[config.mk]
export PLATFORM = sky130hd
export DESIGN_NAME = array_priority_queue_unit_flat
export DESIGN_NICKNAME = d
export VERILOG_FILES = /design/src/hw/rtl/apq_pkg.sv /design/src/hw/rtl/apq_if.sv /design/src/hw/rtl/apq_ctrl.sv /design/src/hw/rtl/apq_datapath.sv /design/src/hw/rtl/array_priority_queue_unit.sv /design/src/flat_wrapper.sv
export SDC_FILE = /design/constraint.sdc
export NUM_CORES = 1
export LEC_CHECK = 0
export BUFFER_PORTS_ARGS = -buffer_cell sky130_fd_sc_hd__buf_4
export CAP_MARGIN = 20
export CORE_ASPECT_RATIO = 1.25
export CORE_MARGIN = 10
export CORE_UTILIZATION = 40
export CTS_CLUSTER_SIZE = 8
export DETAILED_ROUTE_END_ITERATION = 12
export SYNTH_ARGS = -nofsm -noshare
export SYNTH_HDL_FRONTEND = slang
export SYNTH_HIERARCHICAL = 1
export SYNTH_SLANG_ARGS = --single-unit
[constraint.sdc]
create_clock -name clk -period 4.8 [get_ports clk]
set_input_delay 0.72 -clock clk [delete_from_list [all_inputs] [get_ports clk]]
set_output_delay 0.72 -clock clk [all_outputs]
set_load 0.1 [all_outputs]
[src/hw/rtl/apq_pkg.sv]
// ----------------------------------------------------------------------------
// apq_pkg
// Shared types and constants for the array priority queue unit: field widths,
// result codes, controller states and the command/status bundles.
// ----------------------------------------------------------------------------
`default_nettype none

package apq_pkg;

    localparam int DATA_W   = 32;
    localparam int PRI_W    = 8;
    localparam int STATUS_W = 2;

    localparam logic ACT_ENQ = 1'b0;
    localparam logic ACT_DEQ = 1'b1;

    typedef enum logic [STATUS_W-1:0] {
        RES_DONE  = 2'd0,
        RES_FULL  = 2'd1,
        RES_EMPTY = 2'd2
    } res_status_t;

    typedef enum logic [2:0] {
        S_IDLE,
        S_SCAN,
        S_SCAN_END,
        S_SHIFT,
        S_SHIFT_END,
        S_DONE
    } state_t;

    typedef struct packed {
        logic [PRI_W-1:0]  pri;
        logic [DATA_W-1:0] value;
    } entry_t;

    typedef struct packed {
        logic accept;
        logic scan_issue;
        logic scan_cmp;
        logic shift_start;
        logic shift_issue;
        logic shift_wr;
        logic count_dec;
        logic load_out;
    } cmd_t;

    typedef struct packed {
        logic deq_start;
        logic scan_last;
        logic shift_more;
    } stat_t;

endpackage

`default_nettype wire

[src/hw/rtl/apq_if.sv]
// ----------------------------------------------------------------------------
// apq_if
// Request and response channel interfaces with valid/ready handshake.
// ----------------------------------------------------------------------------
`default_nettype none

interface apq_req_if;
    logic                valid;
    logic                ready;
    logic                action;
    logic signed [31:0]  data_value;
    logic [7:0]          priority_req;

    modport source (output valid, output action, output data_value,
                    output priority_req, input ready);
    modport sink   (input valid, input action, input data_value,
                    input priority_req, output ready);
endinterface

interface apq_rsp_if;
    logic                valid;
    logic                ready;
    logic [1:0]          status;
    logic                out_valid;
    logic signed [31:0]  out_value;

    modport source (output valid, output status, output out_valid,
                    output out_value, input ready);
    modport sink   (input valid, input status, input out_valid,
                    input out_value, output ready);
endinterface

`default_nettype wire

[src/hw/rtl/apq_ctrl.sv]
// ----------------------------------------------------------------------------
// apq_ctrl
// Controller state machine: handshakes, scan and shift sequencing,
// response word hold.
// ----------------------------------------------------------------------------
`default_nettype none

module apq_ctrl (
    input  wire logic          clk,
    input  wire logic          rst_n,
    input  wire logic          req_valid,
    output logic               req_ready,
    output logic               rsp_valid,
    input  wire logic          rsp_ready,
    input  wire apq_pkg::stat_t stat,
    output apq_pkg::cmd_t      cmd
);
    import apq_pkg::*;

    state_t state_reg;
    state_t state_next;
    logic   out_valid_reg;
    logic   out_valid_next;

    always_ff @(posedge clk or negedge rst_n)
    begin
        if (!rst_n)
        begin
            state_reg     <= S_IDLE;
            out_valid_reg <= 1'b0;
        end
        else
        begin
            state_reg     <= state_next;
            out_valid_reg <= out_valid_next;
        end
    end

    always_comb
    begin
        state_next     = state_reg;
        out_valid_next = out_valid_reg & ~rsp_ready;
        cmd            = '0;
        req_ready      = 1'b0;
        case (state_reg)
            S_IDLE:
            begin
                req_ready = 1'b1;
                if (req_valid)
                begin
                    cmd.accept = 1'b1;
                    state_next = stat.deq_start ? S_SCAN : S_DONE;
                end
            end
            S_SCAN:
            begin
                cmd.scan_issue = 1'b1;
                cmd.scan_cmp   = 1'b1;
                if (stat.scan_last)
                begin
                    state_next = S_SCAN_END;
                end
            end
            S_SCAN_END:
            begin
                cmd.scan_cmp    = 1'b1;
                cmd.shift_start = 1'b1;
                state_next      = S_SHIFT;
            end
            S_SHIFT:
            begin
                cmd.shift_wr = 1'b1;
                if (stat.shift_more)
                begin
                    cmd.shift_issue = 1'b1;
                end
                else
                begin
                    state_next = S_SHIFT_END;
                end
            end
            S_SHIFT_END:
            begin
                cmd.shift_wr  = 1'b1;
                cmd.count_dec = 1'b1;
                state_next    = S_DONE;
            end
            S_DONE:
            begin
                if (!out_valid_reg || rsp_ready)
                begin
                    cmd.load_out   = 1'b1;
                    out_valid_next = 1'b1;
                    state_next     = S_IDLE;
                end
            end
            default:
            begin
                state_next = S_IDLE;
            end
        endcase
    end

    assign rsp_valid = out_valid_reg;

endmodule

`default_nettype wire

[src/hw/rtl/apq_datapath.sv]
// ----------------------------------------------------------------------------
// apq_datapath
// Entry memory, fill count, minimum search registers, shift pipeline
// and response word register.
// ----------------------------------------------------------------------------
`default_nettype none

module apq_datapath #(
    parameter int DEPTH = 8
) (
    input  wire logic                        clk,
    input  wire logic                        rst_n,
    input  wire apq_pkg::cmd_t               cmd,
    output apq_pkg::stat_t                   stat,
    input  wire logic                        action,
    input  wire logic signed [31:0]          data_value,
    input  wire logic [7:0]                  priority_req,
    output logic [1:0]                       status,
    output logic                             out_valid,
    output logic signed [31:0]               out_value
);
    import apq_pkg::*;

    localparam int AW = (DEPTH > 1) ? $clog2(DEPTH) : 1;
    localparam int CW = $clog2(DEPTH + 1);

    entry_t mem [DEPTH];

    logic [CW-1:0]     count_reg;
    logic [CW-1:0]     idx_reg;
    logic [CW-1:0]     idx_next;
    logic              rd_pend_reg;
    logic [AW-1:0]     rd_idx_reg;
    entry_t            rd_data_reg;
    logic [AW-1:0]     best_idx_reg;
    logic [AW-1:0]     best_idx_next;
    logic [PRI_W-1:0]  best_pri_reg;
    logic [DATA_W-1:0] best_val_reg;
    logic              take;
    logic              full;
    logic              enq_wr;
    logic              sh_wr;
    res_status_t       res_status_reg;
    logic              res_valid_reg;
    logic [1:0]        status_reg;
    logic              out_valid_reg;
    logic [DATA_W-1:0] out_value_reg;

    assign full   = (count_reg == CW'(DEPTH));
    assign enq_wr = cmd.accept && (action == ACT_ENQ) && !full;
    assign sh_wr  = cmd.shift_wr && rd_pend_reg;
    assign take   = cmd.scan_cmp && rd_pend_reg &&
                    ((rd_idx_reg == '0) || (rd_data_reg.pri < best_pri_reg));

    assign best_idx_next = take ? rd_idx_reg : best_idx_reg;

    assign stat.deq_start  = (action == ACT_DEQ) && (count_reg != '0);
    assign stat.scan_last  = ((idx_reg + CW'(1)) == count_reg);
    assign stat.shift_more = (idx_reg < count_reg);

    always_comb
    begin
        idx_next = idx_reg;
        if (cmd.accept)
        begin
            idx_next = '0;
        end
        else if (cmd.shift_start)
        begin
            idx_next = CW'(best_idx_next) + CW'(1);
        end
        else if (cmd.scan_issue || cmd.shift_issue)
        begin
            idx_next = idx_reg + CW'(1);
        end
    end

    // entry memory: one write port, one registered read port
    always_ff @(posedge clk)
    begin
        if (enq_wr)
        begin
            mem[count_reg[AW-1:0]] <= '{pri: priority_req, value: data_value};
        end
        else if (sh_wr)
        begin
            mem[rd_idx_reg - AW'(1)] <= rd_data_reg;
        end
    end

    always_ff @(posedge clk)
    begin
        rd_data_reg <= mem[idx_reg[AW-1:0]];
        rd_idx_reg  <= idx_reg[AW-1:0];
        if (take)
        begin
            best_pri_reg <= rd_data_reg.pri;
            best_val_reg <= rd_data_reg.value;
        end
        if (cmd.load_out)
        begin
            status_reg    <= res_status_reg;
            out_value_reg <= res_valid_reg ? best_val_reg : '0;
        end
    end

    always_ff @(posedge clk or negedge rst_n)
    begin
        if (!rst_n)
        begin
            count_reg      <= '0;
            idx_reg        <= '0;
            rd_pend_reg    <= 1'b0;
            best_idx_reg   <= '0;
            res_status_reg <= RES_DONE;
            res_valid_reg  <= 1'b0;
            out_valid_reg  <= 1'b0;
        end
        else
        begin
            idx_reg      <= idx_next;
            rd_pend_reg  <= cmd.scan_issue | cmd.shift_issue;
            best_idx_reg <= best_idx_next;
            if (enq_wr)
            begin
                count_reg <= count_reg + CW'(1);
            end
            else if (cmd.count_dec)
            begin
                count_reg <= count_reg - CW'(1);
            end
            if (cmd.accept)
            begin
                res_valid_reg <= stat.deq_start;
                if (action == ACT_ENQ)
                begin
                    res_status_reg <= full ? RES_FULL : RES_DONE;
                end
                else
                begin
                    res_status_reg <= stat.deq_start ? RES_DONE : RES_EMPTY;
                end
            end
            if (cmd.load_out)
            begin
                out_valid_reg <= res_valid_reg;
            end
        end
    end

    assign status    = status_reg;
    assign out_valid = out_valid_reg;
    assign out_value = out_value_reg;

    a_count_bound: assert property (@(posedge clk) disable iff (!rst_n)
        count_reg <= CW'(DEPTH))
        else $error("entry count above depth");

    a_shift_target: assert property (@(posedge clk) disable iff (!rst_n)
        sh_wr |-> (rd_idx_reg != '0))
        else $error("shift write below head");

    a_dec_nonempty: assert property (@(posedge clk) disable iff (!rst_n)
        cmd.count_dec |-> (count_reg != '0))
        else $error("count decrement on empty queue");

    a_value_zero: assert property (@(posedge clk) disable iff (!rst_n)
        $past(cmd.load_out) && !out_valid_reg |-> (out_value_reg == '0))
        else $error("nonzero value without dequeue");

endmodule

`default_nettype wire

[src/hw/rtl/array_priority_queue_unit.sv]
// ----------------------------------------------------------------------------
// array_priority_queue_unit
// Array-backed priority queue: enqueue at tail, dequeue the smallest
// priority number (earliest entry on a tie) and close the gap.
// ----------------------------------------------------------------------------
// enqueue or empty/full result: accept, then the done state loads the response word
// dequeue: scan of all n entries for the winner, then shift of the entries behind it,
// one entry per cycle through the single read port for the scan and again for the shift
// next word is accepted once the response is registered, even while it waits
// reset: asynchronous, clears the entry count and the handshake state
`default_nettype none

module array_priority_queue_unit #(
    parameter int DEPTH = 8
) (
    input  wire logic clk,
    input  wire logic rst_n,
    apq_req_if.sink   req,
    apq_rsp_if.source rsp
);
    import apq_pkg::*;

    cmd_t  cmd;
    stat_t stat;

    apq_ctrl u_ctrl (
        .clk       (clk),
        .rst_n     (rst_n),
        .req_valid (req.valid),
        .req_ready (req.ready),
        .rsp_valid (rsp.valid),
        .rsp_ready (rsp.ready),
        .stat      (stat),
        .cmd       (cmd)
    );

    apq_datapath #(
        .DEPTH (DEPTH)
    ) u_datapath (
        .clk          (clk),
        .rst_n        (rst_n),
        .cmd          (cmd),
        .stat         (stat),
        .action       (req.action),
        .data_value   (req.data_value),
        .priority_req (req.priority_req),
        .status       (rsp.status),
        .out_valid    (rsp.out_valid),
        .out_value    (rsp.out_value)
    );

endmodule

`default_nettype wire
[src/flat_wrapper.sv]
// flat-port wrapper written by rule: the top's interface ports become plain ports
module array_priority_queue_unit_flat import apq_pkg::*;
#(
    parameter int DEPTH = 8
)
  (clk, rst_n, req_valid, req_action, req_data_value, req_priority_req, req_ready, rsp_valid, rsp_status, rsp_out_valid, rsp_out_value, rsp_ready);
  apq_req_if req_i ();
  apq_rsp_if rsp_i ();
  input  wire logic clk;
  input  wire logic rst_n;
  input wire logic [$bits(req_i.valid)-1:0] req_valid;
  input wire logic [$bits(req_i.action)-1:0] req_action;
  input wire logic [$bits(req_i.data_value)-1:0] req_data_value;
  input wire logic [$bits(req_i.priority_req)-1:0] req_priority_req;
  output wire logic [$bits(req_i.ready)-1:0] req_ready;
  output wire logic [$bits(rsp_i.valid)-1:0] rsp_valid;
  output wire logic [$bits(rsp_i.status)-1:0] rsp_status;
  output wire logic [$bits(rsp_i.out_valid)-1:0] rsp_out_valid;
  output wire logic [$bits(rsp_i.out_value)-1:0] rsp_out_value;
  input wire logic [$bits(rsp_i.ready)-1:0] rsp_ready;
  assign req_i.valid = req_valid;
  assign req_i.action = req_action;
  assign req_i.data_value = req_data_value;
  assign req_i.priority_req = req_priority_req;
  assign req_ready = req_i.ready;
  assign rsp_valid = rsp_i.valid;
  assign rsp_status = rsp_i.status;
  assign rsp_out_valid = rsp_i.out_valid;
  assign rsp_out_value = rsp_i.out_value;
  assign rsp_i.ready = rsp_ready;
  array_priority_queue_unit #(.DEPTH(DEPTH)) u_core (.clk(clk), .rst_n(rst_n), .req(req_i), .rsp(rsp_i));
endmodule
; Yosys cells after proc, flatten, opt, wreduce, memory -nomap -nowiden
; Memories as Yosys holds them, arrays and structs flattened. A register that Yosys moved wholly into a read port is not among the register bits.
; Cells that the tools add are included.
[op_classes]
add_sub_neg = 5
n_mul = 0
div_mod_pow = 0
order_cmp = 2
eq_ne = 11
shifts = 0
muxes = 37
bitwise_logic = 4
n_reduce_logical = 20
[ops]
columns = op, count
row1 = two-way mux 40 bit, 1
row2 = OR reduction 40 bit, 1
row3 = two-way mux 1 bit, 21
row4 = two-way mux 3 bit, 7
row5 = two-way mux 4 bit, 5
row6 = case mux 3 bit (6 select lines), 1
row7 = adder 4 x 1 -> 4 bit (second input constant), 2
row8 = less-than comparator 8 bit, 1
row9 = == test 3 x 2 -> 1 bit (second input constant), 2
row10 = == test 3 bit (second input constant), 2
row11 = logical AND 1 bit, 6
row12 = zero test 3 bit, 2
row13 = inequality test 2 bit (second input constant), 3
row14 = adder 3 x 1 -> 4 bit (second input constant), 1
row15 = == test 4 bit, 1
row16 = == test 4 bit (second input constant), 1
row17 = less-than comparator 4 bit, 1
row18 = two-way mux 2 bit, 2
row19 = AND reduction 4 bit, 1
row20 = nonzero test 4 bit, 1
row21 = OR reduction 2 bit, 2
row22 = subtractor 4 x 1 -> 4 bit (second input constant), 1
row23 = == test 3 x 1 -> 1 bit (second input constant), 1
row24 = logical OR 1 bit, 3
row25 = 8 further kinds, 10
[totals]
register_bits = 97
latch_bits = 0
ram_bits = 320
mem_bits_ro = 0
inputBits = 45
output_inout_bits = 37
wordCells = 94
mem_count = 1
[memory_table]
columns = memory, depth, width, read_ports, rd_ports_with_merged_regs, write_ports, line
row1 = u_core.u_datapath.mem, 8, 40, 1, 1, 1, apq_datapath.sv:27  ; entry_t mem [DEPTH];

; Logic depth before layout (Yosys ltp)
[depth]
depth_word = 9
mapped_depth = 14
ltp_nobuf = 12

; By module
; Netlist, hierarchy kept.
[modules_own_cells]
columns = mod, instances, cells_each, area_each_um2, seq_area_each_um2
row1 = apq_datapath, 1, 818, 17113.9, 13092.6
row2 = apq_ctrl, 1, 36, 321.6, 100.1

; Worst setup path after synthesis
; Ideal clock, no wire load.
[synth_path]
kind = register -> register
startpoint = reg u_core.u_ctrl.state_reg[0]
endpoint = mem u_core/u_datapath/mem[6][0] in the netlist's numbering (enable)
setup_ns = 0.438
arrival_ns = 5.672
t_required_ns = 4.362
slack_ns = -1.309
stages_incl_launch_ff = 12
path_cell_list = dfrtp_1 buf_2 nor3_1 and2_1 buf_2 nor2b_1 a21oi_4 buf_6 buf_6 nor3_1 a21oi_1 nor2_1
[synth_lines]
columns = element, line
row1 = "start, declared", apq_ctrl.sv:20  ; state_t state_reg;
row2 = "start signal, assigned", apq_ctrl.sv:34  ; state_reg <= state_next;
row3 = "end, declared", apq_datapath.sv:27

==> impl_metrics.env <==
export IMPL_status="finished clean"
export IMPL_drc=0
export IMPL_ctsHoldBuffers=0
export IMPL_cp_buffers_inverters=1
export IMPL_syn_area_um2=17440
export IMPL_ant_nets=0
export IMPL_period_needed_ns=3.675
export IMPL_tritoncts="built"
export IMPL_cp_top_family="simple AND/OR/NAND/NOR gates"
export IMPL_reg2reg_slack_ns=1.12
export IMPL_routedWlPerCell_um=22.23
export IMPL_avgSynthCellArea_um2=20.42
export IMPL_cts_buffer_depth=3
export IMPL_clock_root_buffer="clkbuf_16"
export IMPL_cp_cell_sequence="nor3_2 -> and2_1 -> nor2b_1 -> nand2_1 -> nor2_1 -> a41oi_1 -> nor2_4 -> buf_4"
export IMPL_clock_latency_ns=0.57
export IMPL_synthSimpleGateAreaFrac_pct=3.358
export IMPL_ioPinCount=82
export IMPL_start_util_pct=40.48
export IMPL_synth_seq_area_share_pct=75.67
export IMPL_place_ws_ns=1.051
export IMPL_endpoint_kind="register"
export IMPL_ctsResizeCount=0
export IMPL_synthFlopType="edfxtp_1"
export IMPL_htreeDepth=3
export IMPL_crit_slowest_cell="nor2_4"
export IMPL_period_share_pct=76.57
export IMPL_required_ns=5.05
export IMPL_async_flop_share_pct=4.376
export IMPL_synth_compound_area_share_pct=1.787
export IMPL_die_width_um=206.7
export IMPL_fin_nets=1054
export IMPL_hold_path_class="primary input to async pin"
export IMPL_fmaxAchievable_ghz=0.2721
export IMPL_worstSetupPathType="register to register"
export IMPL_yosys_area_top_type_share_pct=67.86
export IMPL_ys_top_cells_by_area="edfxtp_1, mux4_2, mux2_2"
export IMPL_crit_path_max_fanout=21
export IMPL_layout_common_cells="edfxtp_1, buf_4, mux2_2, mux4_2, clkbuf_16"
export IMPL_slew_headroom_pct=28.67
export IMPL_grt_overflow=0
export IMPL_p_leak_nw=6.977
export IMPL_drv_slew=0
export IMPL_hold_viol=0
export IMPL_grt_start_max_net_pins=71
export IMPL_worstPathArrival_ns=3.92
export IMPL_synth_edff_count=394
export IMPL_num_antenna_cells=0
export IMPL_fin_cells=1600
export IMPL_critPathLaunchType="register"
export IMPL_setup_ws_ns=1.125
export IMPL_largest_register_ffs=320
export IMPL_setup_viol=0
export IMPL_routed_via_density=5.155
export IMPL_vias=8248
export IMPL_synth_top_family_by_area="multiplexers"
export IMPL_worstMarginPinSlew_ns=1.070
export IMPL_yosysTopAreaCell="edfxtp_1"
export IMPL_skew_ns=0.01905
export IMPL_core_um2=43070
export IMPL_dpl_hpwl_um=21200
export IMPL_drt_iter0_drc=514
export IMPL_ys_seq_elements=457
export IMPL_area_growth_pct=19.15
export IMPL_rows=85
export IMPL_grt_pass1_wl_um=55090
export IMPL_whs_ns=0.03240
export IMPL_dr_pass1_iters=4
export IMPL_grt_setup_unrepaired="false"
export IMPL_cpPeakStageDelay_ns=0.84
export IMPL_postRouteWirelength_um=35560
export IMPL_antenna_found_initial=0
export IMPL_ir_drop_mv=0.3261
export IMPL_ys_warn_count=6
export IMPL_port_buffers=81
export IMPL_first_global_vias=9012
export IMPL_final_common_cell="edfxtp_1"
export IMPL_cap_violations=0
export IMPL_fin_tns_setup_ns=0
export IMPL_path_clk_slew_ns=0.05
export IMPL_dieArea_um2=52390
export IMPL_synthCells=854
export IMPL_dp_cells=1487
export IMPL_clock_sinks=457
export IMPL_synth_xor_area_share_pct=0.5023
export IMPL_postCtsSetupBuffers=0
export IMPL_power_density_nw_per_um2=638.3
export IMPL_drive_above_1_share_pct=35.17
export IMPL_gp_congestion=0.7952
export IMPL_synth_adder_area_share_pct=1.335
export IMPL_syn_nets=917
export IMPL_synthMuxAreaShare_pct=15.82
export IMPL_synth_distinct_cells=52
export IMPL_numCtsBuffers=67
export IMPL_fp_dieH_um=253.4
export IMPL_grt_usage_pct=13.99
synth_stat cells, types with 2 or more instances:
| cell type | number |
|---|---|
| nor2b_1 | 3 |
| xor2_1 | 3 |
| o31a_1 | 2 |
| o2111ai_1 | 2 |
| nand3_1 | 8 |
| nand2_1 | 5 |
| o21a_1 | 2 |
| dfxtp_1 | 43 |
| xnor2_1 | 7 |
| clkbuf_1 | 16 |
| buf_6 | 5 |
| a21oi_1 | 10 |
| mux4_2 | 80 |
| or3_1 | 2 |
| edfxtp_1 | 394 |
| nor2_1 | 21 |
| nor4_1 | 3 |
| dfrtp_1 | 20 |
| nand2b_1 | 5 |
| mux2_2 | 84 |
| ha_1 | 17 |
| buf_2 | 13 |
| a21o_1 | 2 |
| nand3b_1 | 5 |
| nor3_1 | 10 |
| inv_1 | 21 |
| o21ai_0 | 13 |
| buf_1 | 2 |
| and2_1 | 33 |
routing by layer:
| metal | GRT usage, % | vias up | wire length, µm |
|---|---|---|---|
| met5 | 0 | - | 0 |
| met4 | 5.493 | 0 | 633 |
| met3 | 2.365 | 40 | 1341 |
| met2 | 23.14 | 174 | 18230 |
| met1 | 18.00 | 4334 | 15350 |
| li1 | - | 3700 | - |
path summary, 6_finish.rpt:
check | end | from | cells past startpoint
setup / recovery | u_core/u_datapath/mem[4][35] | u_core/u_ctrl/state_reg[2] | 8
hold / removal | u_core/u_datapath/idx_reg[0] | rst_n | 1
setup reg to reg | u_core/u_datapath/mem[4][35] | u_core/u_ctrl/state_reg[2] | 8
hold reg to reg | u_core/u_datapath/best_val_reg[27] | u_core/u_datapath/rd_data_reg[27] | 0
max in group asynchronous | u_core/u_datapath/idx_reg[1] | rst_n | 1
min in group clk | u_core/u_datapath/res_status_reg[1] | req_action | 3
final cells by class:
| type | instances | area [µm²] |
|---|---|---|
| tap | 565 | 706.9 |
| inverter | 21 | 78.83 |
| clock inverter | 6 | 67.56 |
| fill | 3522 | 22300 |
| timing repair buffer | 104 | 805.8 |
| sequential | 457 | 13200 |
| clock buffer | 107 | 1869 |
| multi-input combinational | 340 | 4045 |
where the power goes:
group,switching [mW],leakage [nW],internal (mW)
Sequential,0.476,4.18,5.27
Clock,1.61,0.927,2.65
Combinational,1.89,1.87,1.36
through the flow:
step / power (mW) / util (%) / area (µm²)
after CTS: 13.48 / 48.23 / 20770
final: 13.26 / 48.23 / 20770
after detailed placement: 9.152 / 43.74 / 18840
after global placement: 9.118 / 43.74 / 18840
after floorplan: 8.152 / - / 17450
after global routing: 13.95 / 48.23 / 20770
cell families after synthesis:
group           count (synthesis)
flops                         457
mux                           165
compound gates                 45
xor+xnor                       10
fa+ha+maj                      18
simple gates                  102
buf+inv                        57
(Power assumes the default switching activity.)
